===== config.mk =====
export PLATFORM = sky130hd
export DESIGN_NAME = bitlength_int_stream_decoder
export DESIGN_NICKNAME = d
export VERILOG_FILES = /design/src/design/bitlen_pkg.sv /design/src/design/bitlen_fifo.sv /design/src/design/bitlen_engine.sv /design/src/design/bitlength_int_stream_decoder.sv
export SDC_FILE = /design/constraint.sdc
export NUM_CORES = 2
export LEC_CHECK = 0
export ABC_AREA = 1
export BUFFER_PORTS_ARGS = -buffer_cell sky130_fd_sc_hd__buf_2
export CORE_UTILIZATION = 65
export DETAILED_ROUTE_END_ITERATION = 6
export GPL_TIMING_DRIVEN = 0
export PLACE_DENSITY = 0.83
export SETUP_SLACK_MARGIN = 0.02
export SKIP_LAST_GASP = 1
export SYNTH_ARGS = -nofsm -noshare
export SYNTH_HDL_FRONTEND = slang
export SYNTH_SLANG_ARGS = --single-unit

===== constraint.sdc =====
create_clock -name clk_i -period 31.9 [get_ports clk_i]
set_clock_uncertainty 0.2 [all_clocks]
set_input_delay 1.595 -clock clk_i [delete_from_list [all_inputs] [get_ports clk_i]]
set_output_delay 1.595 -clock clk_i [all_outputs]
set_load 0.005 [all_outputs]

===== src/design/bitlen_pkg.sv =====
package bitlen_pkg;

  localparam logic [26:0] MaxCount = 27'd100000000;
  localparam int unsigned MaxRes = 32;

  typedef enum logic [3:0] {
    PH_START  = 4'd0,
    PH_MIN    = 4'd1,
    PH_MAX    = 4'd2,
    PH_FIXED  = 4'd3,
    PH_MEAN   = 4'd4,
    PH_SIZES  = 4'd5,
    PH_DELTA  = 4'd6,
    PH_RUNLEN = 4'd7,
    PH_RUN    = 4'd8,
    PH_SKIP   = 4'd9
  } phase_e;

  typedef enum logic [1:0] {
    ST_OK    = 2'd0,
    ST_WIDTH = 2'd1,
    ST_EARLY = 2'd2
  } status_e;

  // decode engine sequencing
  typedef enum logic [1:0] {
    EN_IDLE = 2'd0,
    EN_RUN  = 2'd1,
    EN_FAIL = 2'd2
  } eng_e;

  // one request from the front to the decode engine
  typedef struct packed {
    logic [31:0] word;
    logic        last;
  } word_req_t;

  // one run-length coded result
  typedef struct packed {
    logic [31:0] value;
    logic [26:0] rep;
    logic        last;
    logic [1:0]  status;
  } res_t;

  function automatic logic [31:0] sext32(logic [31:0] v, logic [5:0] n);
    logic [31:0] m;
    logic [31:0] r;
    m = (n >= 6'd32) ? 32'hFFFF_FFFF : ((32'd1 << n[4:0]) - 32'd1);
    r = v & m;
    if (n == 6'd0) begin
      r = 32'd0;
    end else if (n < 6'd32 && v[n[4:0] - 5'd1]) begin
      r = r | ~m;
    end
    return r;
  endfunction

endpackage


===== src/design/bitlen_fifo.sv =====
module bitlen_fifo (
  input  logic                    clk_i,
  input  logic                    rst_ni,
  input  logic                    push_i,
  input  bitlen_pkg::word_req_t   data_i,
  output logic                    full_o,
  input  logic                    pop_i,
  output bitlen_pkg::word_req_t   data_o,
  output logic                    empty_o
);

  bitlen_pkg::word_req_t mem_q [2];
  logic       wp_q, rp_q;
  logic [1:0] cnt_q;

  assign full_o  = (cnt_q == 2'd2);
  assign empty_o = (cnt_q == 2'd0);
  assign data_o  = mem_q[rp_q];

  always_ff @(posedge clk_i) begin
    if (push_i && !full_o) begin
      mem_q[wp_q] <= data_i;
    end
  end

  always_ff @(posedge clk_i or negedge rst_ni) begin
    if (!rst_ni) begin
      wp_q  <= 1'b0;
      rp_q  <= 1'b0;
      cnt_q <= 2'd0;
    end else begin
      if (push_i && !full_o) wp_q <= ~wp_q;
      if (pop_i && !empty_o) rp_q <= ~rp_q;
      cnt_q <= cnt_q + {1'b0, push_i && !full_o} - {1'b0, pop_i && !empty_o};
    end
  end

endmodule


===== src/design/bitlen_engine.sv =====
module bitlen_engine (
  input  logic                  clk_i,
  input  logic                  rst_ni,
  input  logic [26:0]           count_i,
  input  logic                  req_valid_i,
  input  bitlen_pkg::word_req_t req_i,
  output logic                  req_take_o,
  output logic                  res_valid_o,
  output bitlen_pkg::res_t      res_o,
  input  logic                  res_ready_i
);

  // one decode step per cycle while the result register is free; steps that
  // move no bits count as steps too
  bitlen_pkg::eng_e    eng_q, eng_d;
  bitlen_pkg::phase_e  phase_q, phase_d;
  bitlen_pkg::status_e fail_st_q, fail_st_d;
  logic [63:0] buf_q, buf_d;
  logic [6:0]  held_q, held_d;
  logic [6:0]  width_q, width_d;
  logic [31:0] base_q, base_d;
  logic [2:0]  dsz_q, dsz_d, rsz_q, rsz_d;
  logic [6:0]  runl_q, runl_d;
  logic [26:0] emit_q, emit_d;
  logic [31:0] nacc_q, nacc_d;
  logic [3:0]  nidx_q, nidx_d;
  logic        ended_q, ended_d;
  logic [5:0]  nres_q, nres_d;
  logic        out_v_q, out_v_d;
  bitlen_pkg::res_t out_q, out_d;

  logic [26:0] eff, rem;
  logic [6:0]  need;
  logic [31:0] x, mask, r, s;
  logic [31:0] nacc_new;
  logic [5:0]  bl;
  logic [7:0]  wsum;
  logic [31:0] hi, lo;
  logic [26:0] n27;
  logic        out_free;

  assign eff = (count_i > bitlen_pkg::MaxCount) ? bitlen_pkg::MaxCount : count_i;
  assign rem = (eff > emit_q) ? eff - emit_q : 27'd0;
  assign out_free = !out_v_q || res_ready_i;
  assign res_valid_o = out_v_q;
  assign res_o = out_q;

  always_comb begin
    unique case (phase_q)
      bitlen_pkg::PH_START:  need = 7'd1;
      bitlen_pkg::PH_MIN,
      bitlen_pkg::PH_MAX:    need = 7'd5;
      bitlen_pkg::PH_FIXED:  need = width_q;
      bitlen_pkg::PH_MEAN:   need = 7'd32;
      bitlen_pkg::PH_SIZES:  need = 7'd6;
      bitlen_pkg::PH_DELTA:  need = {4'd0, dsz_q};
      bitlen_pkg::PH_RUNLEN: need = {4'd0, rsz_q};
      bitlen_pkg::PH_RUN:    need = (runl_q != 7'd0) ? width_q : 7'd0;
      default:               need = 7'd0;
    endcase
  end

  assign mask = (need >= 7'd32) ? 32'hFFFF_FFFF : ((32'd1 << need[4:0]) - 32'd1);
  assign x = 32'(buf_q >> (held_q - need)) & mask;

  // nibbles past the eighth are read and dropped
  assign nacc_new = (nidx_q < 4'd8)
                    ? (nacc_q | ({28'd0, x[4:1]} << {nidx_q[2:0], 2'b00})) : nacc_q;
  assign r = nacc_new - base_q;

  always_comb begin
    bl = 6'd0;
    for (int i = 0; i < 32; i++) begin
      if (r[i]) bl = 6'(i + 1);
    end
  end

  always_comb begin
    eng_d = eng_q; phase_d = phase_q; buf_d = buf_q; held_d = held_q;
    width_d = width_q; base_d = base_q; dsz_d = dsz_q; rsz_d = rsz_q;
    runl_d = runl_q; emit_d = emit_q; nacc_d = nacc_q; nidx_d = nidx_q;
    ended_d = ended_q; nres_d = nres_q; fail_st_d = fail_st_q;
    out_v_d = out_v_q && !res_ready_i; out_d = out_q;
    req_take_o = 1'b0;
    s = 32'd0; wsum = 8'd0; hi = 32'd0; lo = 32'd0; n27 = 27'd0;

    unique case (eng_q)
      bitlen_pkg::EN_IDLE: begin
        if (req_valid_i) begin
          req_take_o = 1'b1;
          nres_d = 6'd0;
          if (ended_q) begin
            // final word already in; this request only resumes the decode
            eng_d = bitlen_pkg::EN_RUN;
          end else if (phase_q == bitlen_pkg::PH_SKIP) begin
            if (req_i.last) phase_d = bitlen_pkg::PH_START;
          end else if (phase_q == bitlen_pkg::PH_START && rem == 27'd0) begin
            if (!req_i.last) phase_d = bitlen_pkg::PH_SKIP;
          end else begin
            buf_d = {buf_q[31:0], req_i.word};
            held_d = held_q + 7'd32;
            ended_d = req_i.last;
            eng_d = bitlen_pkg::EN_RUN;
          end
        end
      end
      bitlen_pkg::EN_RUN: begin
        if (out_free) begin
          if (rem == 27'd0) begin
            eng_d = bitlen_pkg::EN_IDLE;
            held_d = 7'd0; width_d = 7'd0; runl_d = 7'd0; emit_d = 27'd0;
            nacc_d = 32'd0; nidx_d = 4'd0; buf_d = 64'd0;
            if (ended_q) begin
              phase_d = bitlen_pkg::PH_START; ended_d = 1'b0;
            end else phase_d = bitlen_pkg::PH_SKIP;
          end else if (nres_q == 6'(bitlen_pkg::MaxRes)) begin
            eng_d = bitlen_pkg::EN_IDLE;
          end else if ((phase_q == bitlen_pkg::PH_DELTA && dsz_q == 3'd0 && rsz_q == 3'd0)
                       || held_q < need) begin
            eng_d = ended_q ? bitlen_pkg::EN_FAIL : bitlen_pkg::EN_IDLE;
            fail_st_d = bitlen_pkg::ST_EARLY;
          end else begin
            held_d = held_q - need;
            unique case (phase_q)
              bitlen_pkg::PH_START: begin
                nacc_d = 32'd0; nidx_d = 4'd0;
                phase_d = x[0] ? bitlen_pkg::PH_MEAN : bitlen_pkg::PH_MIN;
              end
              bitlen_pkg::PH_MIN, bitlen_pkg::PH_MAX: begin
                nacc_d = nacc_new;
                if (nidx_q < 4'd8) nidx_d = nidx_q + 4'd1;
                if (!x[0]) begin
                  if (phase_q == bitlen_pkg::PH_MIN) begin
                    base_d = nacc_new; phase_d = bitlen_pkg::PH_MAX;
                  end else if (r == 32'd0 || r[31]) begin
                    emit_d = emit_q + rem;
                    out_v_d = 1'b1; nres_d = nres_q + 6'd1;
                    out_d = '{value: base_q, rep: rem, last: 1'b1,
                              status: bitlen_pkg::ST_OK};
                  end else begin
                    width_d = {1'b0, bl}; phase_d = bitlen_pkg::PH_FIXED;
                  end
                  nacc_d = 32'd0; nidx_d = 4'd0;
                end
              end
              bitlen_pkg::PH_FIXED: begin
                emit_d = emit_q + 27'd1;
                out_v_d = 1'b1; nres_d = nres_q + 6'd1;
                out_d = '{value: x + base_q, rep: 27'd1, last: (rem == 27'd1),
                          status: bitlen_pkg::ST_OK};
              end
              bitlen_pkg::PH_MEAN: begin
                base_d = x; phase_d = bitlen_pkg::PH_SIZES;
              end
              bitlen_pkg::PH_SIZES: begin
                dsz_d = x[5:3]; rsz_d = x[2:0];
                width_d = 7'd0; phase_d = bitlen_pkg::PH_DELTA;
              end
              bitlen_pkg::PH_DELTA: begin
                if (dsz_q == 3'd0) begin
                  phase_d = bitlen_pkg::PH_RUNLEN;
                end else begin
                  s = bitlen_pkg::sext32(x, {3'd0, dsz_q});
                  hi = (32'd1 << (dsz_q - 3'd1)) - 32'd1;
                  lo = ~hi;
                  wsum = {width_q[6], width_q} + s[7:0];
                  if (wsum[7] || wsum > 8'd32) begin
                    eng_d = bitlen_pkg::EN_FAIL;
                    fail_st_d = bitlen_pkg::ST_WIDTH;
                  end else begin
                    width_d = wsum[6:0];
                    if (s != lo && s != hi) phase_d = bitlen_pkg::PH_RUNLEN;
                  end
                end
              end
              bitlen_pkg::PH_RUNLEN: begin
                runl_d = x[6:0]; phase_d = bitlen_pkg::PH_RUN;
              end
              bitlen_pkg::PH_RUN: begin
                if (runl_q == 7'd0) begin
                  phase_d = bitlen_pkg::PH_DELTA;
                end else if (width_q == 7'd0) begin
                  n27 = ({20'd0, runl_q} < rem) ? {20'd0, runl_q} : rem;
                  runl_d = runl_q - n27[6:0];
                  emit_d = emit_q + n27;
                  out_v_d = 1'b1; nres_d = nres_q + 6'd1;
                  out_d = '{value: base_q, rep: n27, last: (n27 == rem),
                            status: bitlen_pkg::ST_OK};
                end else begin
                  runl_d = runl_q - 7'd1;
                  emit_d = emit_q + 27'd1;
                  out_v_d = 1'b1; nres_d = nres_q + 6'd1;
                  out_d = '{value: bitlen_pkg::sext32(x, width_q[5:0]) + base_q,
                            rep: 27'd1, last: (rem == 27'd1), status: bitlen_pkg::ST_OK};
                end
              end
              default: begin
                phase_d = bitlen_pkg::PH_SKIP;
              end
            endcase
          end
        end
      end
      bitlen_pkg::EN_FAIL: begin
        if (out_free) begin
          out_v_d = 1'b1;
          out_d = '{value: 32'd0, rep: 27'd0, last: 1'b1, status: fail_st_q};
          eng_d = bitlen_pkg::EN_IDLE;
          held_d = 7'd0; width_d = 7'd0; runl_d = 7'd0; emit_d = 27'd0;
          nacc_d = 32'd0; nidx_d = 4'd0; buf_d = 64'd0;
          if (ended_q) begin
            phase_d = bitlen_pkg::PH_START; ended_d = 1'b0;
          end else phase_d = bitlen_pkg::PH_SKIP;
        end
      end
      default: eng_d = bitlen_pkg::EN_IDLE;
    endcase
  end

  always_ff @(posedge clk_i or negedge rst_ni) begin
    if (!rst_ni) begin
      eng_q <= bitlen_pkg::EN_IDLE; phase_q <= bitlen_pkg::PH_START;
      buf_q <= 64'd0; held_q <= 7'd0; width_q <= 7'd0; base_q <= 32'd0;
      dsz_q <= 3'd0; rsz_q <= 3'd0; runl_q <= 7'd0; emit_q <= 27'd0;
      nacc_q <= 32'd0; nidx_q <= 4'd0; ended_q <= 1'b0; nres_q <= 6'd0;
      fail_st_q <= bitlen_pkg::ST_OK; out_v_q <= 1'b0;
    end else begin
      eng_q <= eng_d; phase_q <= phase_d; buf_q <= buf_d; held_q <= held_d;
      width_q <= width_d; base_q <= base_d; dsz_q <= dsz_d; rsz_q <= rsz_d;
      runl_q <= runl_d; emit_q <= emit_d; nacc_q <= nacc_d; nidx_q <= nidx_d;
      ended_q <= ended_d; nres_q <= nres_d; fail_st_q <= fail_st_d;
      out_v_q <= out_v_d;
    end
  end

  always_ff @(posedge clk_i) begin
    out_q <= out_d;
  end

endmodule


===== src/design/bitlength_int_stream_decoder.sv =====
// Bit-length integer packet decoder. Codetext words are pushed through a
// two-entry queue; the decode engine takes a word and then runs one decode
// step per cycle while no result waits to be popped: one per field, nibble or
// size read, plus steps that move no bits (a zero-size delta, the end of a
// run, a zero-width run). At most 32 results come from one word; the rest
// wait for the next word, which is dropped when the packet's final word is
// already in.
// Results are (value, repeat) pairs read from a one-entry result register;
// last marks the end of a packet, status flags width errors and early end.
module bitlength_int_stream_decoder (
  input  logic        clk_i,
  input  logic        rst_ni,
  input  logic        push,
  output logic        full,
  input  logic [31:0] code_word_i,
  input  logic        word_last_i,
  output logic        empty,
  input  logic        pop,
  output logic [31:0] value_o,
  output logic [26:0] repeat_res_o,
  output logic        last_o,
  output logic [1:0]  status_o,
  input  logic        cfg_valid_i,
  output logic        cfg_ready_o,
  input  logic [26:0] cfg_data_i
);

  logic [26:0] count_q;
  bitlen_pkg::word_req_t fifo_out;
  logic fifo_empty, take, res_v;
  bitlen_pkg::res_t res;

  assign cfg_ready_o = 1'b1;

  always_ff @(posedge clk_i or negedge rst_ni) begin
    if (!rst_ni) begin
      count_q <= 27'd0;
    end else if (cfg_valid_i) begin
      count_q <= cfg_data_i;
    end
  end

  bitlen_fifo u_fifo (
    .clk_i   (clk_i),
    .rst_ni  (rst_ni),
    .push_i  (push),
    .data_i  ('{word: code_word_i, last: word_last_i}),
    .full_o  (full),
    .pop_i   (take),
    .data_o  (fifo_out),
    .empty_o (fifo_empty)
  );

  bitlen_engine u_engine (
    .clk_i       (clk_i),
    .rst_ni      (rst_ni),
    .count_i     (count_q),
    .req_valid_i (!fifo_empty),
    .req_i       (fifo_out),
    .req_take_o  (take),
    .res_valid_o (res_v),
    .res_o       (res),
    .res_ready_i (pop)
  );

  assign empty        = !res_v;
  assign value_o      = res.value;
  assign repeat_res_o = res.rep;
  assign last_o       = res.last;
  assign status_o     = res.status;

endmodule

Yosys cells after proc, flatten, opt, wreduce, memory -nomap -nowiden:

Memories as Yosys holds them, arrays and structs flattened.
Index checks and enable logic that the tools add are counted.

* flip-flop bits (word level): 295
* memory bits (writable): 66
* input port bits: 65
* output and inout port bits: 65
* logic and storage cells: 407
* memories kept: 1

* add/subtract/negate cells: 23
* order comparisons: 11
* equal/unequal tests: 62
* shift-type cells: 6
* muxes and demuxes: 217
* bitwise gates (word level): 14
* reduce and logical (&&, ||, !) cells: 49

Memory list
* u_fifo.mem_q: words 2, bits a word 33, read ports 1, clocked after memory_dff 0, write ports 1, line bitlen_fifo.sv:12 `bitlen_pkg::word_req_t mem_q [2];`

Operators with widths (count)
* $mux W32: 29
* $mux W62: 10
* $mux W64: 7
* $mux W27: 13
* $pmux W32 S2: 3
* $pmux W64 S3: 1
* $pmux W62 S3: 1
* $mux W7: 25
* $mux W4: 34
* $sub A32 B1 Y32 const B: 4
* $pmux W62 S2: 1
* $and A32 B32 Y32: 3
* $not A32 Y32: 3
* $or A32 B32 Y32: 3
* $pmux W27 S3: 1
* $mux W5: 16
* $add A32 B32 Y32: 2
* $ne A32 B32 Y1: 2
* $shl A1 B3 Y32 const A: 2
* $shl A1 B5 Y32 const A: 2
* $shr A64 B7 Y32: 1
* $mux W6: 10
* $pmux W7 S8: 1
* $add A27 B27 Y27: 2
* other kinds (85): 206

Logic depth before layout (Yosys ltp):

* depth after elaboration: 52
* mapped depth: 61
* gate-level depth less buffers: 61

By module:

A second synthesis with hierarchy kept.

* cells, all modules: 5487
* area total of the unflattened synthesis: 35665.5 sq um

By module, submodules not included
* bitlen_engine: instances 1, cells an instance 5163, area an instance 31891.8 sq um, sequential area each 6916.6 sq um
* bitlen_fifo: instances 1, cells an instance 206, area an instance 2695.1 sq um, sequential area each 2082.0 sq um
* bitlength_int_stream_decoder: instances 1, cells an instance 118, area an instance 1078.5 sq um, sequential area each 675.6 sq um

Worst setup path after synthesis:

OpenSTA, ideal clock, no wires.

* path type: register -> register
* start point: reg u_engine.phase_q[2]
* end point: reg u_engine.out_q (netlist bit u_engine.res_o[0]) (enable)
* setup time: 0.635 ns
* arrival: 12.561 ns
* required time: 31.065 ns
* path slack: 18.504 ns
* cell stages (with the launch flop): 47
* path buffers: 3
* period minus slack after synthesis: 13.396 ns
* cell sequence: dfrtp_1 > nor2_2 > nand2_4 > nand2_4 > nand3_1 > nand2_4 > inv_2 > buf_6 > ha_1 > xor2_1 > inv_1 > clkbuf_1 > clkbuf_1 > nand3_1 > nand3_1 > nand3_1 > nand3_2 > and2_1 > [... 11 more ...] > nand3_1 > a21boi_0 > o21ai_0 > a21boi_0 > o21ai_0 > a21oi_1 > o21ai_0 > nand2_1 > nand2_1 > nand2_1 > nand2_1 > xnor2_1 > nand3_1 > nor2_1 > nand2_1 > o211ai_2 > nand2_1 > nor4_1

* word-level cells in the longest chain between the ends: 15
* elaborated cells on any way between the ends: 35
* classes of those cells: 3 x add/sub; 2 x order compare; 14 x eq/ne; 3 x shift; 3 x mux; 2 x bitwise; 8 x reduce/logical

RTL lines
* start, declared: line bitlen_engine.sv:16 `bitlen_pkg::phase_e phase_q, phase_d;`
* start signal, assigned: line bitlen_engine.sv:222 `eng_q <= bitlen_pkg::EN_IDLE; phase_q <= bitlen_pkg::PH_START;`
* start signal, assigned: line bitlen_engine.sv:228 `eng_q <= eng_d; phase_q <= phase_d; buf_q <= buf_d; held_q <= held_d;`
* branches (longest 14 deep; another with $sub A32 B32 Y32)
* $reduce_and A11 Y1 (no source line) *
* end signal, assigned: line bitlen_engine.sv:237 `out_q <= out_d;`
* end, declared: line bitlen_engine.sv:30 `bitlen_pkg::res_t out_q, out_d;`

Every way passes the cells marked *.
A chain may end at the register's enable or synchronous reset.

Final worst setup path:

* start point: reg u_engine.runl_q[6]
* end point: reg u_engine.out_q (netlist bit u_engine.res_o[61]) (data pin)

* word-level cells in the longest chain between the ends: 29
* elaborated cells on any way between the ends: 35
* classes of those cells: 4 x add/sub; 1 x order compare; 2 x shift; 23 x mux; 3 x bitwise; 2 x reduce/logical

RTL lines
* start, declared: line bitlen_engine.sv:23 `logic [6:0] runl_q, runl_d;`
* start signal, assigned: line bitlen_engine.sv:230 `runl_q <= runl_d; emit_q <= emit_d; nacc_q <= nacc_d; nidx_q <= nidx_d;`
* $reduce_bool A7 Y1 *: line bitlen_engine.sv:58 `bitlen_pkg::PH_RUN: need = (runl_q != 7'd0) ? width_q : 7'd0;`
* $mux W7 *: line bitlen_engine.sv:58
* $pmux W7 S8 *: line bitlen_engine.sv:49 `unique case (phase_q)`
* branches (longest 3 deep; another with $sub A7 B7 Y7)
* $and A32 B32 Y32 *: line bitlen_engine.sv:64 `assign x = 32'(buf_q >> (held_q - need)) & mask;`
* via u_engine.x[0]: line bitlen_engine.sv:34 `logic [31:0] x, mask, r, s;`
* $bmux W1 S5: line bitlen_pkg.sv:53 `end else if (n < 6'd32 && v[n[4:0] - 5'd1]) begin`
* $mux W1 (implied by the code): line bitlen_pkg.sv:53
* [... 12 more ...]
* $mux W62: line bitlen_engine.sv:182 `end else if (width_q == 7'd0) begin`
* $mux W62: line bitlen_engine.sv:180 `if (runl_q == 7'd0) begin`
* $pmux W62 S3 *: line bitlen_engine.sv:124 `unique case (phase_q)`
* $mux W62 *: line bitlen_engine.sv:118 `end else if ((phase_q == bitlen_pkg::PH_DELTA && dsz_q == 3'd0 && rsz_q == 3'd0)`
* $mux W62 *: line bitlen_engine.sv:116 `end else if (nres_q == 6'(bitlen_pkg::MaxRes)) begin`
* $mux W62 *: line bitlen_engine.sv:109 `if (rem == 27'd0) begin`
* $mux W62 *: line bitlen_engine.sv:108 `if (out_free) begin`
* $pmux W62 S2 *: line bitlen_engine.sv:87 `unique case (eng_q)`

Mark *: on every way through the listed nets, which the timed path passes. The select of a mux whose other input is x is not followed.

==> insert_results.sql <==
INSERT INTO impl_metrics (metric_group, metric, value, unit) VALUES
('synthesis', 'synthFlopType', 'dfrtp_1', ''),
('synthesis', 'synth_top_cell_by_area', 'dfrtp_1', ''),
('route', 'drt_wl_total', '140', 'mm'),
('clock_tree', 'cts_max_path_buffers', '3', ''),
('synthesis', 'synth_largest_type_area_fraction', '16.5', '%'),
('worst_setup_path', 'r2r_setup_slack', '19.66', 'ns'),
('global_routing', 'total_overflow_reported_by_the_global_router', '0', ''),
('synthesis', 'synthCells', '5353', ''),
('synthesis', 'synth.cells.most_frequent', 'nand2_1 (1,130), nand3_1 (784), inv_1 (634), o21ai_0 (490), nor2_1 (474)', ''),
('worst_setup_path', 'rr_endpoint', 'u_engine.res_o[61]', ''),
('sta', 'finalSetupViolCount', '0', ''),
('final_layout', 'layout.filler_cells', '4507', ''),
('synthesis', 'mappedNetlistArea', '35300', 'sq um'),
('worst_setup_path', 'worst_ep_required_time', '32.10', 'ns'),
('sta', 'timing.max_slew.rel_slack', '1.19', '%'),
('sta', 'final_period_minus_worst_setup_slack', '12.24', 'ns'),
('worst_setup_path', 'setup.worst_path.class', 'register to register', ''),
('place', 'hpwlAfterDp', '108', 'mm'),
('synthesis', 'synth-compound-area-share', '17.6', '%'),
('synthesis', 'synth_xor_area_share', '3.33', '%'),
('worst_setup_path', 'worst_path_max_delay_cell', 'nor2_1', ''),
('global_routing', 'gr-max-usage-layer', 'met2', ''),
('clock_tree', 'clock_pin_slew_worst_setup_and_hold_paths', '0.06', 'ns'),
('global_routing', 'grt_start_max_net_pins', '118', ''),
('final_layout', 'final_layout_size_suffix_gt1_share', '6.41', '%'),
('synthesis', 'synth_top_family_by_area', 'simple AND/OR/NAND/NOR gates', ''),
('die', 'die_width', '235', 'um'),
('global_routing', 'grt_antenna_before_repair', '7', ''),
('synthesis', 'ys_types', '75', ''),
('worst_setup_path', 'timing.critical_path.slowest_cell_delay', '1.10', 'ns'),
('synthesis', 'synthArstFlopShare', '64.5', '%'),
('final_layout', 'syn2layout_area_growth', '8.68', '%'),
('synthesis', 'post-synth-top-count-cell', 'nand2_1', ''),
('route', 'route.detailed.vias_per_inst', '6.57', ''),
('die', 'core.rowCount', '85', ''),
('synthesis', 'post_synth.cell_area_avg', '6.59', 'sq um'),
('run_status', 'run_status', 'finished, violations left', ''),
('worst_setup_path', 'worstPathArrival', '12.44', 'ns'),
('min_path', 'worst_hold_path.num_cells', '2', ''),
('synthesis', 'synthSimpleGateAreaFrac', '33.3', '%'),
('run_status', 'violations', 'capacitance limit', ''),
('die', 'die_height', '235', 'um'),
('flow_run', 'drv_cap', '1', ''),
('worst_setup_path', 'reg2reg_from', 'u_engine.runl_q[6]', ''),
('synthesis', 'synth_fa_ha_area_share', '8.73', '%'),
('clock_tree', 'cts.htree.levels', '2', ''),
('route', 'vias', '41300', ''),
('sta', 'worst_slew_pin_slew', '1.48', 'ns'),
('synthesis', 'count_of_state_elements_after_synthesis', '361', ''),
('worst_setup_path', 'worst_setup_start_kind', 'register', ''),
('sta', 'grt_setup_unrepaired', 'false', ''),
('sta', 'finalCritPeriodShare', '38.4', '%'),
('clock_tree', 'cts_hold_buffers', '0', ''),
('global_routing', 'grt_usage', '49.4', '%'),
('worst_setup_path', 'timing.critical_path.fanout_max', '10', ''),
('clock_tree', 'cts_setup_buffers', '0', ''),
('worst_setup_path', 'path_common_cell', 'nand2_1', ''),
('final_layout', 'fin_nets', '5857', ''),
('global_routing', 'first_global_vias', '38300', ''),
('die', 'die_area', '55200', 'sq um'),
('synthesis', 'synth.area.mux_share', '0', '%'),
('worst_setup_path', 'critPathCaptureType', 'register', ''),
('place', 'gp_routability_congestion', '1.09', ''),
('sta', 'final_max_slew_viol_count', '0', ''),
('synthesis', 'synth.area.top_cells', 'dfrtp_1 (17%), nand2_1 (12%), nand3_1 (11%)', ''),
('sta', 'setup_tns', '0', 'ns'),
('die', 'io_pins', '130', ''),
('clock_tree', 'ctsResizeCount', '0', ''),
('die', 'initial_utilization', '65.7', '%'),
('clock_tree', 'tritoncts', 'built', ''),
('synthesis', 'sequential_area_share_after_synthesis', '27.4', '%');
[registers in the layout (all words and copies together), names as in the netlist, 2 cells and up]
signal	flops
u_engine.held_q	7
u_engine.res_o	62
u_engine.base_q	32
u_engine.nres_q	6
u_engine.fail_st_q	2
u_engine.nacc_q	32
u_engine.dsz_q	3
u_fifo.cnt_q	2
u_engine.eng_q	2
u_engine.runl_q	7
u_engine.width_q	7
u_engine.emit_q	27
u_engine.nidx_q	4
count_q	27
u_engine.phase_q	4
u_engine.rsz_q	3
u_fifo.mem_q	66
u_engine.buf_q	64
[final cells by class]
cell class / instances / area (sq um) / area share (%)
buffer: 211 / 956 / 2.49
tap: 696 / 871 / 2.27
antenna: 4 / 10.0 / 0.0261
sequential: 361 / 9670 / 25.2
timing repair buffer: 139 / 801 / 2.09
multi-input combinational: 4147 / 22300 / 58.1
inverter: 652 / 2450 / 6.38
clock inverter: 23 / 200 / 0.522
clock buffer: 51 / 1090 / 2.85
[worst max-delay path: cells and delay by family, from the launching register on]
kind | cells | cell delay, ns
AND/OR/NAND/NOR | 26 | 4.19
flip-flops | 1 | 0.48
buffers and inverters | 9 | 2.36
AO/OA/AOI/OAI | 15 | 3.93
XOR/XNOR | 1 | 0.32
adder cells (fa/ha/maj) | 2 | 0.52
[worst max path at each step]
stage / start / end / cells after the start
CTS: u_engine.runl_q[6] / u_engine.res_o[53] / 48
global route: u_engine.runl_q[6] / u_engine.res_o[61] / 53
floorplan: u_engine.phase_q[2] / u_engine.res_o[0] / 46
finish: u_engine.runl_q[6] / u_engine.res_o[61] / 53
global placement: u_engine.runl_q[6] / u_engine.res_o[57] / 44
detailed placement: u_engine.runl_q[6] / u_engine.res_o[57] / 48
[routing by layer]
metal  vias to the layer above  routed length (um)  part of all wire, %
met5                         -                  52                0.037
met4                         8               11200                  8.0
met3                       803               19700                   14
met2                      3237               58900                   42
met1                     18700               50000                   36
li1                      18600                   -                    -
[through the flow]
stage	cell area, sq um	hold slack (ns)	worst slack [ns]	std cells
floorplan	35300	0.252	18.50	5371
global placement	36800	0.267	12.92	6194
detailed placement	37000	0.275	20.59	6206
CTS	38300	0.294	20.58	6280
global route	38300	0.329	19.22	6281
finish	38300	0.293	19.66	6284
[kinds of logic after synthesis]
kind of cell,count (synthesis)
and+or+nand+nor,2654
AOI/OAI and AO/OA,1101
buffers and inverters,863
DFF,361
adders and majority gates,240
xor gates and xnor gates,132
other,2
[placed cells by master, fill, tap and decap left out, types with 49 or more instances in the layout]
cell type,instances
clkbuf_1,141
buf_2,170
o21ai_0,490
a21oi_1,333
inv_1,634
edfxtp_1,128
dfrtp_1,233
nor2_1,472
nand4_1,76
xor2_1,84
ha_1,230
nor3_1,80
o211ai_1,49
nand3_1,784
nand2_1,1130
Power is not shown: default switching activity piles up to over one toggle a cycle in this logic, so the estimate is an artifact.
